## config.mk

```make
export PLATFORM = sky130hd
export DESIGN_NAME = hex_text_to_byte_stream_parser_top
export DESIGN_NICKNAME = d
export VERILOG_FILES = /design/src/rtl/htb_pkg.sv /design/src/rtl/hex_text_to_byte_stream_parser_top.sv /design/src/rtl/htb_parse.sv
export SDC_FILE = /design/constraint.sdc
export NUM_CORES = 1
export LEC_CHECK = 0
export BUFFER_PORTS_ARGS = -buffer_cell sky130_fd_sc_hd__buf_2
export CORE_ASPECT_RATIO = 1.1
export CORE_MARGIN = 8
export CORE_UTILIZATION = 60
export CTS_CLUSTER_DIAMETER = 120
export DETAILED_ROUTE_END_ITERATION = 8
export MAX_ROUTING_LAYER = met4
export PLACE_DENSITY = 0.77
export RECOVER_POWER = 100
export REMOVE_ABC_BUFFERS = 1
export SLEW_MARGIN = 20
export SYNTH_ARGS = -nofsm -noshare
export SYNTH_HDL_FRONTEND = slang
export SYNTH_HIERARCHICAL = 1
export SYNTH_SLANG_ARGS = --single-unit
```

## constraint.sdc

```tcl
create_clock -name clk -period 5.8 [get_ports clk]
set_clock_uncertainty 0.2 [all_clocks]
set_input_delay 0 -clock clk [delete_from_list [all_inputs] [get_ports clk]]
set_output_delay 0 -clock clk [all_outputs]
set_load 0.1 [all_outputs]
```

## src/rtl/htb_pkg.sv

```systemverilog
// Shared types, character constants and helper functions for the hex text
// to byte stream parser. No dependencies; imported by every rtl module.
`timescale 1ns / 1ps

package htb_pkg;

  // Parser phases. The enum is three bits wide; the spare code counts as an error.
  typedef enum logic [2:0] {
    PH_LEAD   = 3'd0,
    PH_ZERO   = 3'd1,
    PH_H      = 3'd2,
    PH_HE     = 3'd3,
    PH_OPEN   = 3'd4,
    PH_DIGITS = 3'd5,
    PH_TRAIL  = 3'd6
  } phase_t;

  typedef struct packed {
    phase_t     phase;
    logic [3:0] pending_nibble;
    logic       pending_valid;
    logic       paren_form;
    logic       failed;
  } pst_t;

  typedef struct packed {
    logic [7:0] byte_value;
    logic       is_status;
    logic       accepted;
    logic       last;
  } res_t;

  // Everything that one input item produces: up to two results.
  typedef struct packed {
    logic [1:0] count;
    res_t       r0;
    res_t       r1;
  } pres_t;

  localparam pst_t PST_RESET = '{
    phase:          PH_LEAD,
    pending_nibble: 4'd0,
    pending_valid:  1'b0,
    paren_form:     1'b0,
    failed:         1'b0
  };

  localparam logic [7:0] CH_ZERO   = 8'h30;  // '0'
  localparam logic [7:0] CH_LOW_X  = 8'h78;  // 'x'
  localparam logic [7:0] CH_UP_H   = 8'h48;  // 'H'
  localparam logic [7:0] CH_UP_E   = 8'h45;  // 'E'
  localparam logic [7:0] CH_UP_X   = 8'h58;  // 'X'
  localparam logic [7:0] CH_OPEN   = 8'h28;  // '('
  localparam logic [7:0] CH_CLOSE  = 8'h29;  // ')'
  localparam logic [7:0] CH_SPACE  = 8'h20;
  localparam logic [7:0] CH_TAB    = 8'h09;
  localparam logic [7:0] CH_CR     = 8'h0D;
  localparam logic [7:0] CH_NINE   = 8'h39;
  localparam logic [7:0] CH_LOW_A  = 8'h61;
  localparam logic [7:0] CH_LOW_F  = 8'h66;
  localparam logic [7:0] CH_UP_A   = 8'h41;
  localparam logic [7:0] CH_UP_F   = 8'h46;

  function automatic logic is_space(input logic [7:0] c);
    return (c == CH_SPACE) || ((c >= CH_TAB) && (c <= CH_CR));
  endfunction

  // Returns {valid, value}; valid is low for anything that is not a hex digit.
  function automatic logic [4:0] hex_nibble(input logic [7:0] c);
    logic [4:0] r;
    r = 5'd0;
    if ((c >= CH_ZERO) && (c <= CH_NINE)) begin
      r = {1'b1, c[3:0]};
    end else if (((c >= CH_LOW_A) && (c <= CH_LOW_F)) ||
                 ((c >= CH_UP_A) && (c <= CH_UP_F))) begin
      r = {1'b1, 4'(c[3:0] + 4'd9)};
    end
    return r;
  endfunction

endpackage

```

## src/rtl/hex_text_to_byte_stream_parser_top.sv

```systemverilog
// Top level of the hex text to byte stream parser: input register, parser
// state, and a two-slot result buffer. Depends on htb_pkg and htb_parse.
`timescale 1ns / 1ps

// Usage
// The input channel (char_valid, char_stall, character, end_of_string) takes
// one character per item, or an end item that closes the string. The result
// channel (result_valid, result_stall, byte_value, is_status, accepted, last)
// gives each decoded byte as it completes and, for the end item, a status
// result whose accepted bit says whether the string was well formed; last
// marks the final result caused by an item.
// An accepted item sits in the input register, where the parse step runs,
// until the buffer has room for its results, which are then registered.
// One item is taken per cycle unless the input is stalled. An end item that
// flushes a lone digit gives two results; the second waits in the buffer, so
// the input is not held while the receiver keeps taking a result every cycle.
// When the receiver stalls, results wait in a two-slot buffer; the input is
// stalled only when the buffer has no room for what the next item produces.
// Reset clears the parser to its leading whitespace phase and empties the
// input register and the result buffer; after each end item the parser
// returns to that same state by itself.

module hex_text_to_byte_stream_parser_top (
  input  logic       clk,
  input  logic       rst,
  input  logic       char_valid,
  output logic       char_stall,
  input  logic [7:0] character,
  input  logic       end_of_string,
  output logic       result_valid,
  input  logic       result_stall,
  output logic [7:0] byte_value,
  output logic       is_status,
  output logic       accepted,
  output logic       last
);
  import htb_pkg::*;

  // Input register.
  logic       in_v;
  logic [7:0] in_char;
  logic       in_eos;

  // Parser state.
  pst_t st;
  pst_t st_next;
  pres_t pres;

  // Result buffer: slot0 is the head; slot1 is used only when slot0 is.
  res_t slot0, slot1, slot0_next, slot1_next;
  logic v0, v1, v0_next, v1_next;

  logic       pop;
  logic [1:0] kept;
  logic [1:0] added;
  logic       fire;
  logic       take;

  htb_parse u_parse (
    .st            (st),
    .character     (in_char),
    .end_of_string (in_eos),
    .st_next       (st_next),
    .res           (pres)
  );

  assign pop  = v0 && !result_stall;
  assign kept = 2'({1'b0, v0} + {1'b0, v1} - {1'b0, pop});
  assign fire = in_v && ((3'({1'b0, kept}) + 3'({1'b0, pres.count})) <= 3'd2);
  assign added = fire ? pres.count : 2'd0;

  assign char_stall = in_v && !fire;
  assign take       = char_valid && !char_stall;

  always_comb begin
    slot0_next = slot0;
    slot1_next = slot1;
    unique case (kept)
      2'd0: begin
        slot0_next = pres.r0;
        slot1_next = pres.r1;
      end
      2'd1: begin
        // The surviving entry moves to the head if the old head just left.
        slot0_next = pop ? slot1 : slot0;
        slot1_next = pres.r0;
      end
      default: begin
        slot0_next = slot0;
        slot1_next = slot1;
      end
    endcase
    v0_next = (3'({1'b0, kept}) + 3'({1'b0, added})) >= 3'd1;
    v1_next = (3'({1'b0, kept}) + 3'({1'b0, added})) >= 3'd2;
  end

  always_ff @(posedge clk) begin
    if (rst) begin
      in_v <= 1'b0;
      st   <= PST_RESET;
      v0   <= 1'b0;
      v1   <= 1'b0;
    end else begin
      if (take) begin
        in_v <= 1'b1;
      end else if (fire) begin
        in_v <= 1'b0;
      end
      if (fire) begin
        st <= st_next;
      end
      v0 <= v0_next;
      v1 <= v1_next;
    end
  end

  always_ff @(posedge clk) begin
    if (take) begin
      in_char <= character;
      in_eos  <= end_of_string;
    end
    slot0 <= slot0_next;
    slot1 <= slot1_next;
  end

  assign result_valid = v0;
  assign byte_value   = slot0.byte_value;
  assign is_status    = slot0.is_status;
  assign accepted     = slot0.accepted;
  assign last         = slot0.last;

endmodule

```

## src/rtl/htb_parse.sv

```systemverilog
// Combinational parse step: next parser state and the results of one item.
// Depends on htb_pkg.
`timescale 1ns / 1ps

module htb_parse (
  input  htb_pkg::pst_t  st,
  input  logic [7:0]     character,
  input  logic           end_of_string,
  output htb_pkg::pst_t  st_next,
  output htb_pkg::pres_t res
);
  import htb_pkg::*;

  logic       sp;
  logic [4:0] nib;
  logic       ok;

  assign sp  = is_space(character);
  assign nib = hex_nibble(character);
  assign ok  = !st.failed &&
               (((st.phase == PH_DIGITS) && !st.paren_form) || (st.phase == PH_TRAIL));

  // Next state.
  always_comb begin
    st_next = st;
    if (end_of_string) begin
      st_next = PST_RESET;
    end else if (!st.failed) begin
      unique case (st.phase)
        PH_LEAD: begin
          if (!sp) begin
            priority if (character == CH_ZERO) st_next.phase = PH_ZERO;
            else if (character == CH_UP_H)     st_next.phase = PH_H;
            else                               st_next.failed = 1'b1;
          end
        end
        PH_ZERO: begin
          if (character == CH_LOW_X) st_next.phase = PH_DIGITS;
          else                       st_next.failed = 1'b1;
        end
        PH_H: begin
          if (character == CH_UP_E) st_next.phase = PH_HE;
          else                      st_next.failed = 1'b1;
        end
        PH_HE: begin
          if (character == CH_UP_X) st_next.phase = PH_OPEN;
          else                      st_next.failed = 1'b1;
        end
        PH_OPEN: begin
          if (!sp) begin
            if (character == CH_OPEN) begin
              st_next.paren_form = 1'b1;
              st_next.phase      = PH_DIGITS;
            end else begin
              st_next.failed = 1'b1;
            end
          end
        end
        PH_DIGITS: begin
          if (!sp) begin
            if (nib[4]) begin
              if (st.pending_valid) begin
                st_next.pending_valid  = 1'b0;
                st_next.pending_nibble = 4'd0;
              end else begin
                st_next.pending_valid  = 1'b1;
                st_next.pending_nibble = nib[3:0];
              end
            end else begin
              // A non-digit flushes any lone digit, then only ')' may end the list.
              st_next.pending_valid  = 1'b0;
              st_next.pending_nibble = 4'd0;
              if (st.paren_form && (character == CH_CLOSE)) st_next.phase = PH_TRAIL;
              else                                          st_next.failed = 1'b1;
            end
          end
        end
        PH_TRAIL: begin
          if (!sp) st_next.failed = 1'b1;
        end
        default: st_next.failed = 1'b1;
      endcase
    end
  end

  // Results.
  always_comb begin
    res = '0;
    if (end_of_string) begin
      if (!st.failed && (st.phase == PH_DIGITS) && st.pending_valid) begin
        res.count         = 2'd2;
        res.r0.byte_value = {4'd0, st.pending_nibble};
        res.r1.is_status  = 1'b1;
        res.r1.accepted   = ok;
        res.r1.last       = 1'b1;
      end else begin
        res.count        = 2'd1;
        res.r0.is_status = 1'b1;
        res.r0.accepted  = ok;
        res.r0.last      = 1'b1;
      end
    end else if (!st.failed && (st.phase == PH_DIGITS) && !sp && st.pending_valid) begin
      res.count      = 2'd1;
      res.r0.last    = 1'b1;
      res.r0.byte_value = nib[4] ? {st.pending_nibble, nib[3:0]}
                                 : {4'd0, st.pending_nibble};
    end
  end

endmodule

```

# [Word level (Yosys, flattened, before mapping)]
# Index checks and enable logic that the tools add are counted.
# W data, S select, Z words.
[totals] reg_bits=44 latchBits=0 mem_bits_rw=0 mem_bits_ro=0 inputBits=13 out_inout_bits=13 word_cells=149 memories=0
[classes] addsub=5 n_mul=0 n_div=0 order_cmp=11 n_eq_ne=28 n_shift=0 mux=51 bitwise=0 n_reduce_logical=36
[op_table] cell="$pmux W11 S2" n=2
[op_table] cell="$mux W3" n=13
[op_table] cell="$eq A8 B6 Y1 const B" n=4
[op_table] cell="$eq A8 B7 Y1 const B" n=4
[op_table] cell="$mux W10" n=3
[op_table] cell="$mux W5" n=5
[op_table] cell="$pmux W3 S6" n=1
[op_table] cell="$mux W1" n=17
[op_table] cell="$ge A8 B7 Y1 const B" n=2
[op_table] cell="$le A8 B7 Y1 const B" n=2
[op_table] cell="$mux W8" n=2
[op_table] cell="$logic_and A1 B1 Y1" n=15
[op_table] cell="$ne A3 B3 Y1 const B" n=5
[op_table] cell="$reduce_and A13 Y1" n=1
[op_table] cell="$ne A3 B2 Y1 const B" n=4
[op_table] cell="$mux W11" n=1
[op_table] cell="$reduce_bool A2 Y1" n=5
[op_table] cell="$eq A3 B3 Y1 const B" n=3
[op_table] cell="$mux W9" n=1
[op_table] cell="$ge A8 B4 Y1 const B" n=1
[op_table] cell="$ge A8 B6 Y1 const B" n=1
[op_table] cell="$le A8 B4 Y1 const B" n=1
[op_table] cell="$le A8 B6 Y1 const B" n=1
[op_table] cell="$mux W2" n=4
[op_table] cell="22 further kinds" n=33

# [Depth between registers and ports, before layout]
# Gate-level depths: netlist of the first run.
[depth] word_depth=16 ltp_mapped=19 mapped_depth_nobuf=16

# [Cells and area by module]
# The synthesis of the first run kept the hierarchy.
[modules_own_cells] mod="hex_text_to_byte_stream_parser_top" n_inst=1 cells_per_inst=129 area_per_inst_um2=2001.9 seq_area_each_um2=1191.1
[modules_own_cells] mod="htb_parse" n_inst=1 cells_per_inst=140 area_per_inst_um2=928.4 seq_area_each_um2=0.0

# [Worst setup path after synthesis of the first run]
# Ideal clock, no wire load.
[synth_path] path_type="register to register" start="register v0, in the netlist result_valid" end="register in_char[0], enable pin" setup_time_ns=0.469 arrival_time_ns=5.414 required_ns=5.131 path_slack_ns=-0.283 path_stages_with_launch=11 path_buffers=0 period_less_slack_ns=6.083 cell_sequence="dfxtp_1 > nor2b_1 > ha_1 > inv_1 > ha_1 > ha_1 > inv_1 > fa_1 > nand2b_1 > a21boi_0 > nor2b_1"
[synth_via] elab_chain_cells=9 word_cells_on_any_way=10 cone_classes="add/sub (3); order compare (1); reduce/logical (6)"
[synth_rtl] item="start, declared" line_no="hex_text_to_byte_stream_parser_top.sv:51" text="logic v0, v1, v0_next, v1_next;"
[synth_rtl] item="start signal, assigned" line_no="hex_text_to_byte_stream_parser_top.sv:112" text="v0 <= v0_next;"
[synth_rtl] item="$add A1 B1 Y2 / $logic_and A1 B1 Y1 (equally long branches)" line_no="hex_text_to_byte_stream_parser_top.sv:68, hex_text_to_byte_stream_parser_top.sv:67"
[synth_rtl] item="$sub A2 B1 Y2 (*)" line_no="hex_text_to_byte_stream_parser_top.sv:68" text="assign kept = 2'({1'b0, v0} + {1'b0, v1} - {1'b0, pop});"
[synth_rtl] item="$add A2 B2 Y3 (*)" line_no="hex_text_to_byte_stream_parser_top.sv:69" text="assign fire = in_v && ((3'({1'b0, kept}) + 3'({1'b0, pres.count})) <= 3'd2);"
[synth_rtl] item="$le A3 B2 Y1 (*)" line_no="hex_text_to_byte_stream_parser_top.sv:69"
[synth_rtl] item="$logic_and A1 B1 Y1 (*)" line_no="hex_text_to_byte_stream_parser_top.sv:69"
[synth_rtl] item="$logic_not A1 Y1 (*)" line_no="hex_text_to_byte_stream_parser_top.sv:72" text="assign char_stall = in_v && !fire;"
[synth_rtl] item="$logic_and A1 B1 Y1 (*)" line_no="hex_text_to_byte_stream_parser_top.sv:72"
[synth_rtl] item="named net char_stall" line_no="hex_text_to_byte_stream_parser_top.sv:27" text="output logic char_stall,"
[synth_rtl] item="$logic_not A1 Y1 (*)" line_no="hex_text_to_byte_stream_parser_top.sv:73" text="assign take = char_valid && !char_stall;"
[synth_rtl] item="$logic_and A1 B1 Y1 (*)" line_no="hex_text_to_byte_stream_parser_top.sv:73"
[synth_rtl] item="named net take" line_no="hex_text_to_byte_stream_parser_top.sv:57" text="logic take;"
[synth_rtl] item="end signal, assigned" line_no="hex_text_to_byte_stream_parser_top.sv:119" text="in_char <= character;"
[synth_rtl] item="end, declared" line_no="hex_text_to_byte_stream_parser_top.sv:41" text="logic [7:0] in_char;"
# Mark *: on every way through the listed nets, which the timed path passes. The rest lies on a longest branch.
# A chain may end at the register's enable or synchronous reset.

# [Worst setup path in the final report of the first run]
[layout_path] start="register in_char[0]" end="register v0, in the netlist result_valid"
[layout_via] elab_chain_cells=14 word_cells_on_any_way=16 cone_classes="add/sub (2); order compare (4); eq/ne (1); mux (3); reduce/logical (6)"
[layout_rtl] item="$ge A8 B4 Y1 / $le A8 B4 Y1 (equally long branches)" line_no="htb_pkg.sv:65" text="return (c == CH_SPACE) || ((c >= CH_TAB) && (c <= CH_CR));"
[layout_rtl] item="$logic_and A1 B1 Y1" line_no="htb_pkg.sv:65"
[layout_rtl] item="$logic_or A1 B1 Y1 (*)" line_no="htb_pkg.sv:65"
[layout_rtl] item="$logic_not A1 Y1 (*)"
[layout_rtl] item="$logic_and A1 B1 Y1 (*) (2 in a row)" line_no="htb_parse.sv:102" text="end else if (!st.failed && (st.phase == PH_DIGITS) && !sp && st.pending_valid) begin"
[layout_rtl] item="$mux W9 (*)" line_no="htb_parse.sv:102"
[layout_rtl] item="$mux W10 (*)" line_no="htb_parse.sv:89" text="if (end_of_string) begin"
[layout_rtl] item="$add A2 B2 Y3" line_no="hex_text_to_byte_stream_parser_top.sv:69"
[layout_rtl] item="$le A3 B2 Y1" line_no="hex_text_to_byte_stream_parser_top.sv:69"
[layout_rtl] item="$logic_and A1 B1 Y1" line_no="hex_text_to_byte_stream_parser_top.sv:69"
[layout_rtl] item="$mux W2 (*)" line_no="hex_text_to_byte_stream_parser_top.sv:70" text="assign added = fire ? pres.count : 2'd0;"
[layout_rtl] item="$add A2 B2 Y3 (*)" line_no="hex_text_to_byte_stream_parser_top.sv:93" text="v0_next = (3'({1'b0, kept}) + 3'({1'b0, added})) >= 3'd1;"
[layout_rtl] item="$ge A3 B1 Y1 (*)" line_no="hex_text_to_byte_stream_parser_top.sv:93"
# Mark *: on every way between the ends. The rest lies on a longest branch, timed or not.

==> impl_metrics.yaml, run 1 <==
sta:
  fmax_ghz: 0.216
  slew_headroom_pct: 22.1
  maxSlewViolCount: 0
  period_minus_slack_ns: 4.63
  rsz0062_at_grt: "false"
  hold_viol: 0
  setup_viol: 0
  period_share_pct: 79.9
  tightestPinTransition_ns: 1.17
cts:
  clk_path_buf_depth: 2
  cts_buffers: 5
  cts-root-buf: "clkbuf_8"
  clkTransAtPathRegs_ns: 0.08
  insertion_delay_ns: 0.29
  clkSinkCount: 44
  cts-htree-levels: 2
  cts_resized: 0
  cts_tree: "built"
route:
  drt-pass1-iter-count: 4
  wl_per_cell_um: 15.4
  dr_wl_met2_um: 2670
  vias_per_cell: 5.68
  route.met3.wl_um: 200
  drt_iter0_drc: 91
  postRouteAntennaNets: 0
  dr_total_vias: 1999
  highest_layer: "met4"
  drcViolationCount: 0
  m1WireLength_um: 2480
  wl_um: 5410
yosys:
  yosysMostFrequentCell: "edfxtp_1"
  synth_top_area_share_pct: 31.8
  synthFlopType: "edfxtp_1"
  syn_area_um2: 2930
  synth_area_leader_cell: "edfxtp_1"
  synth_edf_count: 31
  ys_seq_area_share_pct: 40.6
  synth_seq_cells: 44
  synth_area_leaders: "edfxtp_1, mux2_4, dfxtp_1, nand2b_1, mux2i_1"
  netlist_instances: 269
  yosysWarnings: 6
  yosys-top-cells-count: "edfxtp_1, nand2b_1, mux2_4"
  async_flop_share_pct: 0
  synth.distinct_cells: 59
  synth.avg_cell_area_um2: 10.9
cells_and_area:
  fillers: 382
  stdcell_count: 352
  area_delta_synth_final_pct: 7.22
  stdcell_area_um2: 3140
  insertedDiodeCount: 0
  final_nets: 318
  drive_above_1_share_pct: 9.80
worst_setup_path:
  path_max_fanout: 12
  cp-start-kind: "register"
  arrival_ns: 4.61
  crit_required_ns: 5.78
  end_kind: "register"
  worstSetupPathType: "reg -> reg"
placed_design:
  dpl_cell_area_um2: 2990
  dp_cells: 332
  gp_congestion: 0.948
  dpl.hpwl_um: 3790
  port_buffers: 25
die:
  die_x_um: 82.6
  die_h_um: 89.3
  core_area_um2: 4680
  num_rows: 26
  initial_utilization_pct: 62.6
  io_pins: 26
  die-area_um2: 7380
grt:
  grt_max_degree: 24
  grt_pass1_wl_um: 8710
  antenna_found_initial: 0
  gr-total-overflow: 0
  grt_pass1_vias: 1912
  grt_usage_pct: 15.5
flow_run:
  maxCapViolations: 0
power_and_ir_drop:
  p_per_area_nw_per_um2: 447
  vdd_drop_max_mv: 0.198
  p_leak_uw: 0.00121
status:
  outcome: "finished clean"
min_path:
  hold_path.class: "in -> reg"
-- cell type report --
cell class	instances	area, µm²	share of cell area [%]
well taps	56	70.1	2.23
repair buffers	37	229	7.29
clock inverters	2	60.1	1.91
clock buffers	6	72.6	2.31
flip-flops and latches	44	1190	37.9
multi-input cells	195	1470	46.9
inverters	12	45.0	1.43
-- final timing paths --
| kind | slack [ns] | end | start | cells past startpoint |
|---|---|---|---|---|
| max | 1.17 | result_valid$_SDFF_PP0_ | in_char[0]$_DFFE_PP_ | 16 |
| max reg2reg | 1.17 | result_valid$_SDFF_PP0_ | in_char[0]$_DFFE_PP_ | 16 |
| min reg2reg | 0.32 | st[5]$_SDFFE_PP0N_ | st[5]$_SDFFE_PP0N_ | 2 |
| min | 0.21 | in_char[0]$_DFFE_PP_ | character[0] | 2 |
-- logic make-up after synthesis --
family	synth area share [%]
AND/OR/NAND/NOR	19.1
other	0.128
adder cells (fa/ha/maj)	4.78
AO/OA/AOI/OAI	10.8
multiplexers	15.8
buffers and inverters	7.22
XOR/XNOR	1.45
flip-flops	40.6
-- through the flow --
step	power, µW	setup TNS, ns	utilization, %	hold slack (ns)	worst slack, ns
global placement	1200	0	63.7	-0.0235	1.31
floorplan	1110	-2.55	-	-0.131	-0.283
global route	1470	0	67.1	0.202	0.786
CTS	1500	0	69.1	0.200	1.14
finish	1400	0	67.1	0.210	1.17
detailed placement	1220	0	63.7	-0.0215	1.15
-- layout by cell type (no fill, tap or decap), types with 4 or more instances in the layout --
cell type      count
mux2i_1           13
nor2b_1            6
clkbuf_1          14
a21oi_1           12
buf_2             12
mux2_1            17
o21bai_1           4
dfxtp_1           13
dlygate4sd3_1     12
nand2_1           10
ha_1               8
nor2_1            15
and2_1             7
edfxtp_1          31
nor3_1             4
and3_1             4
inv_1             12
conb_1             8
nand2b_1          25
clkbuf_8           5
-- where the power goes --
part           internal [µW]  switching (µW)
Sequential               460            39.3
Combinational            174             454
Clock                    172             105
Total                    806             598
-- critical path, stage by stage, from the launching register on --
cell and delay [ns]:
edfxtp_1 0.40, inv_1 0.11, ha_1 0.26, a21o_1 0.21, a211oi_1 0.41, o21bai_1 0.23, o21bai_1 0.30, ha_1 0.20
inv_1 0.05, fa_1 0.47, nand2b_1 0.11, and3_1 0.57, and2_0 0.21, ha_1 0.16, fa_1 0.41, nor2_1 0.15
a21oi_1 0.08
-- sequential cells by signal, summed over array words and instances (netlist names) --
name / cells
in_char: 8
accepted: 1
st: 10
in_v: 1
in_eos: 1
last: 1
byte_value: 8
result_valid: 1
slot1: 11
v1: 1
is_status: 1
-- repair_timing --
action / 4_1_cts / 5_1_grt
buffers inserted: 0 / 0
hold endpoints to repair: 12 / 0
hold buffers: 12 / 0
-- metal layers --
layer / GRT usage, % / vias up
met1: 17.8 / 961
li1: - / 1002
met5: - / -
met3: 3.62 / 6
met4: 3.45 / 0
met2: 26.7 / 30
No activity file was read; power rests on OpenSTA's default activity.
==> run 2, diff against run 1 <==
Clock period 5.8 ns to 4.4 ns, I/O delays scaled along.
==> impl_metrics.yaml, run 2 (synthesis results as in run 1) <==
cells_and_area:
  drive_above_1_share_pct: 12.3
  area_delta_synth_final_pct: 7.86
  stdcell_count: 356
  layout_commonest_cell: "edfxtp_1"
  stdcell_area_um2: 3160
  post-route-util_pct: 67.5
  reg.largest.list: "slot1 x11, st x10"
  layout_common_cells: "edfxtp_1, nand2b_1, nor2_1, mux2_1, clkbuf_1"
  largest_reg_flops: 11
  final_nets: 322
  insertedDiodeCount: 0
  regMostFlops: "slot1"
die:
  die-area_um2: 7380
  die_x_um: 82.6
  num_rows: 26
  initial_utilization_pct: 62.6
  core_area_um2: 4680
  io_pins: 26
  die_h_um: 89.3
cts:
  insertion_delay_ns: 0.29
  cts-htree-levels: 2
  clkSinkCount: 44
  cts-root-buf: "clkbuf_8"
  postCtsSetupBuffers: 0
  cts_buffers: 5
  clk_path_buf_depth: 2
  clkTransAtPathRegs_ns: 0.08
  cts_tree: "built"
route:
  dr_total_vias: 2030
  wl_per_cell_um: 15.3
  drt_iter0_drc: 51
  vias_per_cell: 5.70
  postRouteAntennaNets: 0
  drt-pass1-iter-count: 4
  wl_um: 5430
  drcViolationCount: 0
sta:
  fmax_ghz: 0.248
  period_share_pct: 91.5
  period_minus_slack_ns: 4.03
  holdWs_ns: 0.212
  maxSlewViolCount: 0
  slew_headroom_pct: 20.8
  rsz0062_at_grt: "false"
  tightestPinTransition_ns: 1.18
  setup_viol: 0
  hold_viol: 0
placed_design:
  dpl_cell_area_um2: 3020
  port_buffers: 25
  dp_cells: 336
  dpl.hpwl_um: 3870
  gp_congestion: 0.979
grt:
  gr-total-overflow: 0
  grt_max_degree: 24
  antenna_found_initial: 0
  grt_pass1_wl_um: 8950
  grt_pass1_vias: 1968
  grt_usage_pct: 15.9
power_and_ir_drop:
  power_uw: 1810
  p_leak_uw: 0.00123
  vdd_drop_max_mv: 0.244
  p_per_area_nw_per_um2: 574
worst_setup_path:
  end_kind: "register"
  worstSetupPathType: "reg -> reg"
  crit_required_ns: 4.37
  arrival_ns: 4.00
  path_max_fanout: 5
  cp-start-kind: "register"
flow_run:
  maxCapViolations: 0
status:
  outcome: "finished clean"
min_path:
  hold_path.class: "in -> reg"
## run 2: changes by cell type in the layout (fill, tap and decap cells not counted), moves of 3 or more
cell    change
and2_0      +3
and2_1      -3
buf_4       +3
mux2_1      -3
mux2_4      +3
## run 2: worst max-delay path, cell delays in order, from the launching register on
cell and delay (ns):
edfxtp_1 0.41, inv_1 0.11, ha_1 0.27, nor4b_1 0.33, a211oi_2 0.11, o21bai_1 0.33
o21bai_1 0.13, ha_1 0.21, inv_1 0.06, fa_1 0.40, nand2b_1 0.16, and3_1 0.20
and2_0 0.16, ha_1 0.19, fa_1 0.42, nor2_1 0.14, a21oi_1 0.08
## run 2: layout make-up
| type | count | area, µm² |
|---|---|---|
| Sequential cell | 44 | 1190 |
| Inverter | 12 | 45.0 |
| Clock buffer | 6 | 72.6 |
| Fill cell | 371 | 1520 |
| Multi-Input combinational cell | 195 | 1490 |
| Clock inverter | 2 | 35.0 |
| Tap cell | 56 | 70.1 |
| Timing Repair Buffer | 41 | 256 |
## run 2: what timing repair did
item,in CTS,in global routing
hold buffers,12,0
endpoints found under the setup margin,0,1
hold endpoints to repair,12,0
resized for setup,0,1
## run 2: power by group
group          switching (µW)  total, µW  leakage, µW  internal (µW)
combinational             603        853     0.000736            250
sequential               53.6        660     0.000436            606
clock                     133        301    0.0000552            168
## run 2: metal layers
layer	global-route usage (%)	vias up	part of all wire, %
met1	18.8	966	44
met5	-	-	0
met4	5.18	0	1.5
met3	2.52	8	4.4
li1	-	1012	-
met2	26.8	44	50
## run 2: path summary, 6_finish.rpt
check | startpoint | endpoint | slack (ns) | cells after the start
setup / recovery | in_char[0]$_DFFE_PP_ | result_valid$_SDFF_PP0_ | 0.37 | 16
hold / removal | character[5] | in_char[5]$_DFFE_PP_ | 0.21 | 2
setup reg to reg | in_char[0]$_DFFE_PP_ | result_valid$_SDFF_PP0_ | 0.37 | 16
hold reg to reg | st[5]$_SDFFE_PP0N_ | st[5]$_SDFFE_PP0N_ | 0.31 | 2
## run 2: through the flow
stage	setup slack, ns	setup TNS (ns)
floorplan	-1.68	-16.70
global placement	0.427	0
detailed placement	0.262	0
CTS	0.227	0
global route	0.142	0
finish	0.372	0
